===== src/design/bop_pkg.sv =====
// ----------------------------------------------------------------------------
// bop_pkg
// shared widths, register indexes and constants of the binomial option pricer
// ----------------------------------------------------------------------------
package bop_pkg;

    localparam int PRICE_WIDTH       = 48;
    localparam int FACTOR_WIDTH      = 32;
    localparam int FRAC_BITS         = 30;
    localparam int STEPS_WIDTH       = 11;
    localparam int CFG_INDEX_WIDTH   = 3;
    localparam int DEFAULT_MAX_STEPS = 1024;

    typedef logic [PRICE_WIDTH-1:0]  price_t;
    typedef logic [FACTOR_WIDTH-1:0] factor_t;

    // register indexes of the configuration port
    localparam logic [CFG_INDEX_WIDTH-1:0] CFG_UP       = 3'd0;
    localparam logic [CFG_INDEX_WIDTH-1:0] CFG_DOWN     = 3'd1;
    localparam logic [CFG_INDEX_WIDTH-1:0] CFG_GROWTH   = 3'd2;
    localparam logic [CFG_INDEX_WIDTH-1:0] CFG_DISCOUNT = 3'd3;
    localparam logic [CFG_INDEX_WIDTH-1:0] CFG_STEPS    = 3'd4;

    // 1.0 in q2.30
    localparam factor_t ONE_Q30 = factor_t'(64'd1 << FRAC_BITS);

endpackage


===== src/design/bop_fmul.sv =====
// ----------------------------------------------------------------------------
// bop_fmul
// price times q2.30 factor, rounded half up and saturated; done rises after
// the FM_LO, FM_HI and FM_SUM states that follow start
// ----------------------------------------------------------------------------
module bop_fmul
(
    input  logic             clk,
    input  logic             rst_n,
    input  logic             start,
    input  bop_pkg::price_t  x,
    input  bop_pkg::factor_t f,
    output logic             done,
    output bop_pkg::price_t  product
);

    localparam int PW = bop_pkg::PRICE_WIDTH;
    localparam int FW = bop_pkg::FACTOR_WIDTH;
    localparam int HW = PW - FW;
    localparam int FB = bop_pkg::FRAC_BITS;
    localparam int SW = PW + 3;

    typedef enum logic [1:0] {
        FM_IDLE,
        FM_LO,
        FM_HI,
        FM_SUM
    } fm_state_t;

    fm_state_t               state_reg;
    bop_pkg::price_t         x_reg;
    bop_pkg::factor_t        f_reg;
    logic [2*FW-1:0]         pl_reg;
    logic [HW+FW-1:0]        ph_reg;
    bop_pkg::price_t         product_reg;
    logic                    done_reg;

    logic [2*FW:0]           pl_round;
    logic [SW-1:0]           sum;

    // low partial product rounded into the q24.24 grid, high one shifted in
    assign pl_round = {1'b0, pl_reg} + (2*FW+1)'(64'd1 << (FB - 1));
    assign sum      = SW'({ph_reg, 2'b00}) + SW'(pl_round >> FB);

    always_ff @(posedge clk or negedge rst_n)
    begin
        if (!rst_n)
        begin
            state_reg   <= FM_IDLE;
            x_reg       <= '0;
            f_reg       <= '0;
            pl_reg      <= '0;
            ph_reg      <= '0;
            product_reg <= '0;
            done_reg    <= 1'b0;
        end
        else
        begin
            done_reg <= 1'b0;
            unique case (state_reg)
                FM_IDLE:
                begin
                    if (start)
                    begin
                        x_reg     <= x;
                        f_reg     <= f;
                        state_reg <= FM_LO;
                    end
                end
                FM_LO:
                begin
                    pl_reg    <= x_reg[FW-1:0] * f_reg;
                    state_reg <= FM_HI;
                end
                FM_HI:
                begin
                    ph_reg    <= x_reg[PW-1:FW] * f_reg;
                    state_reg <= FM_SUM;
                end
                FM_SUM:
                begin
                    if (sum[SW-1:PW] != '0)
                        product_reg <= '1;
                    else
                        product_reg <= sum[PW-1:0];
                    done_reg  <= 1'b1;
                    state_reg <= FM_IDLE;
                end
                default:
                    state_reg <= FM_IDLE;
            endcase
        end
    end

    assign done    = done_reg;
    assign product = product_reg;

endmodule


===== config.mk =====
export PLATFORM = sky130hd
export DESIGN_NAME = bop_fmul
export DESIGN_NICKNAME = d
export VERILOG_FILES = /design/src/design/bop_pkg.sv /design/src/design/bop_fmul.sv
export SDC_FILE = /design/constraint.sdc
export NUM_CORES = 2
export LEC_CHECK = 0
export BUFFER_PORTS_ARGS = -buffer_cell sky130_fd_sc_hd__buf_4
export CAP_MARGIN = 20
export CELL_PAD_IN_SITES_DETAIL_PLACEMENT = 2
export CELL_PAD_IN_SITES_GLOBAL_PLACEMENT = 2
export CORE_MARGIN = 2
export CORE_UTILIZATION = 28
export CTS_CLUSTER_SIZE = 40
export DETAILED_ROUTE_END_ITERATION = 8
export PLACE_DENSITY_LB_ADDON = 0.3
export SYNTH_ARGS = -nofsm -noshare
export SYNTH_HDL_FRONTEND = slang
export SYNTH_SLANG_ARGS = --single-unit

===== constraint.sdc =====
create_clock -name clk -period 19.5 [get_ports clk]
set_input_delay 3.9 -clock clk [delete_from_list [all_inputs] [get_ports clk]]
set_output_delay 3.9 -clock clk [all_outputs]
set_load 0.01 [all_outputs]

==> metrics.yaml <==
run_status:
  outcome: "complete, no violations"
yosys:
  yosys.area.top_type: "fa_1"
  yosysSeqAreaShare_pct: 9.09
  synthSimpleGateAreaFrac_pct: 16.3
  synth_edf_count: 0
  synth_compound_gate_area_share_pct: 5.85
  syn_nets: 8128
  synthCells: 6312
  synth_ff_type: "dfrtp_1"
  synth_most_common_cell: "fa_1"
  synth_commonest_cells: "1314 x fa_1, 1280 x inv_1, 909 x nand2_1"
  ys_types: 72
  synth_xor_area_share_pct: 2.14
  ys_seq_elements: 214
  synthMuxAreaShare_pct: 2.54
  synth_warnings: 0
  synthTopCellsByArea: "fa_1 45%, dfrtp_1 9.1%, ha_1 8.9%"
  synth_top_area_share_pct: 44.7
  synthArstFlopShare_pct: 100
  synth_top_family_by_area: "adder cells"
  syn_area_um2: 58900
  synthAdderAreaFrac_pct: 53.6
  syn-mean-instance-area_um2: 9.33
sta:
  slew_headroom_pct: 28.7
  setup_slack_ns: 10.70
  finalCritPeriodShare_pct: 45.1
  finClkSkew_ns: 0.0647
  period_needed_ns: 8.80
  drv_slew: 0
  rsz0062_at_grt: "false"
  setup_tns_ns: 0
  fmax_mhz: 114
  hold_viol: 0
  worst_pin_slew_ns: 1.06
  setup_viol: 0
routing:
  vias_per_cell: 4.73
  drc: 0
  wl_per_cell_um: 22.9
  drt_iter0_drc: 1667
  drtPass1Iterations: 5
  vias: 42800
  wirelength_um: 207000
  postRouteAntennaNets: 0
layout:
  drive_gt1_share_pct: 7.55
  final_area_um2: 64000
  area_delta_synth_final_pct: 8.72
  nets: 8014
  fillCellCount: 23200
  final_cells: 9038
worst_setup_path:
  end_kind: "flop"
  worstPathRequired_ns: 20.01
  path_class: "reg -> reg"
  cp_max_fo: 30
  rr_worst_depth: 23
  arrival_ns: 9.31
  start_kind: "flop"
cts:
  cts-htree-levels: 2
  clkTransAtPathRegs_ns: 0.06
  clock_sinks: 214
  cts_setup_buffers: 0
  max-clock-path-buffers: 3
  clock_latency_ns: 0.68
  cts_tree: "yes"
  cts_resized: 0
  cts_buffers: 38
  cts_root_buf: "clkbuf_16"
  postCtsHoldBufs: 0
worst_hold_path:
  hold_path_depth: 1
  hold_path.class: "reg -> reg"
placement:
  place_hpwl_um: 165000
  detailed_place.area_um2: 62700
  gp_congestion: 0.827
  dp.cells: 8963
  place.port_buffers: 131
  dpl_worst_slack_ns: 10.71
floorplan:
  die-area_um2: 214000
  die-height_um: 463
  core_um2: 209000
  die_width_um: 463
  ios: 132
  initial_utilization_pct: 28.1
  rows: 168
grt:
  globalRouteOverflowTotal: 0
  antenna_found_initial: 8
  grt_max_degree: 74
  grt_pass1_vias: 51800
  grt_pass1_wl_um: 327000
  grt_usage_pct: 19.9
flow_run:
  drv_cap: 0
==> per-stage QoR <==
stage	hold slack [ns]	util, %
4_1_cts	0.504	30.6
6_report	0.499	30.6
2_1_floorplan	0.458	-
5_1_grt	0.522	30.6
3_3_place_gp	0.475	29.9
3_5_place_dp	0.488	29.9
==> area by class of cell <==
| type | count | area [um^2] | share of cell area, % |
|---|---|---|---|
| inverter | 1280 | 4800 | 7.50 |
| sequential | 214 | 5400 | 8.43 |
| tap | 2805 | 3510 | 5.48 |
| multi-input combinational | 4451 | 47300 | 73.9 |
| clock inverter | 26 | 323 | 0.504 |
| clock buffer | 44 | 1020 | 1.60 |
| antenna | 5 | 12.5 | 0.0195 |
| timing repair buffer | 213 | 1610 | 2.51 |
==> worst paths after layout <==
kind,endpoint,start,slack [ns]
max,pl_reg[60],f_reg[9],10.70
min,product[1],product[1],0.50
max reg2reg,pl_reg[60],f_reg[9],10.70
min reg2reg,product[1],product[1],0.50
max in group asynchronous,x_reg[2],rst_n,14.11
min in group asynchronous,f_reg[31],rst_n,3.29
==> placed cells by master, fill, tap and decap left out, drive strengths merged, types with 10 or more instances in the layout <==
cell type	n
nand2b	10
and3	25
nand4	43
o21bai	22
nand3	55
nor2b	10
o31ai	10
nand2	909
o21ai	74
ha	419
clkbuf	44
a31oi	20
buf	213
o22a	48
xor2	48
o21a	11
a21o	90
o211ai	14
and2	744
fa	1314
xnor2	96
clkinv	16
inv	1284
nor2	68
nor3	28
dfrtp	214
mux2	133
a21oi	144
==> critical path, stage by stage, from the launching register on <==
cell and delay, ns:
dfrtp_2 0.62, buf_4 0.51, and2_1 0.23, fa_1 0.46
fa_1 0.57, inv_1 0.06, fa_1 0.50, fa_1 0.51
inv_1 0.06, fa_1 0.57, fa_1 0.44, fa_1 0.51
fa_1 0.42, ha_1 0.39, a21o_1 0.20, a311o_1 0.36
a41oi_1 0.17, nand3_1 0.12, a31o_2 0.23, a21oi_1 0.54
a31oi_1 0.32, a21bo_2 0.34, o21a_1 0.20, o311ai_1 0.27
==> layer usage <==
| metal | vias up | wire (um) | part of all wire [%] | track usage [%] |
|---|---|---|---|---|
| met5 | - | 11 | 0.0053 | 0 |
| met4 | 2 | 4010 | 1.9 | 3.85 |
| met3 | 149 | 5600 | 2.7 | 1.67 |
| met2 | 504 | 104000 | 50 | 34.9 |
| met1 | 23500 | 93400 | 45 | 26.8 |
| li1 | 18700 | - | - | - |
==> cells by family after synthesis <==
logic type / count (synthesis)
AND/OR/NAND/NOR: 1929
adder cells (fa/ha/maj): 1733
buffers and inverters: 1647
AO/OA/AOI/OAI: 512
flip-flops: 214
XOR/XNOR: 144
multiplexers: 133
Power is left out: the tool's default activity adds up to more than one toggle a clock period on the data nets, which glitch-free logic cannot reach.
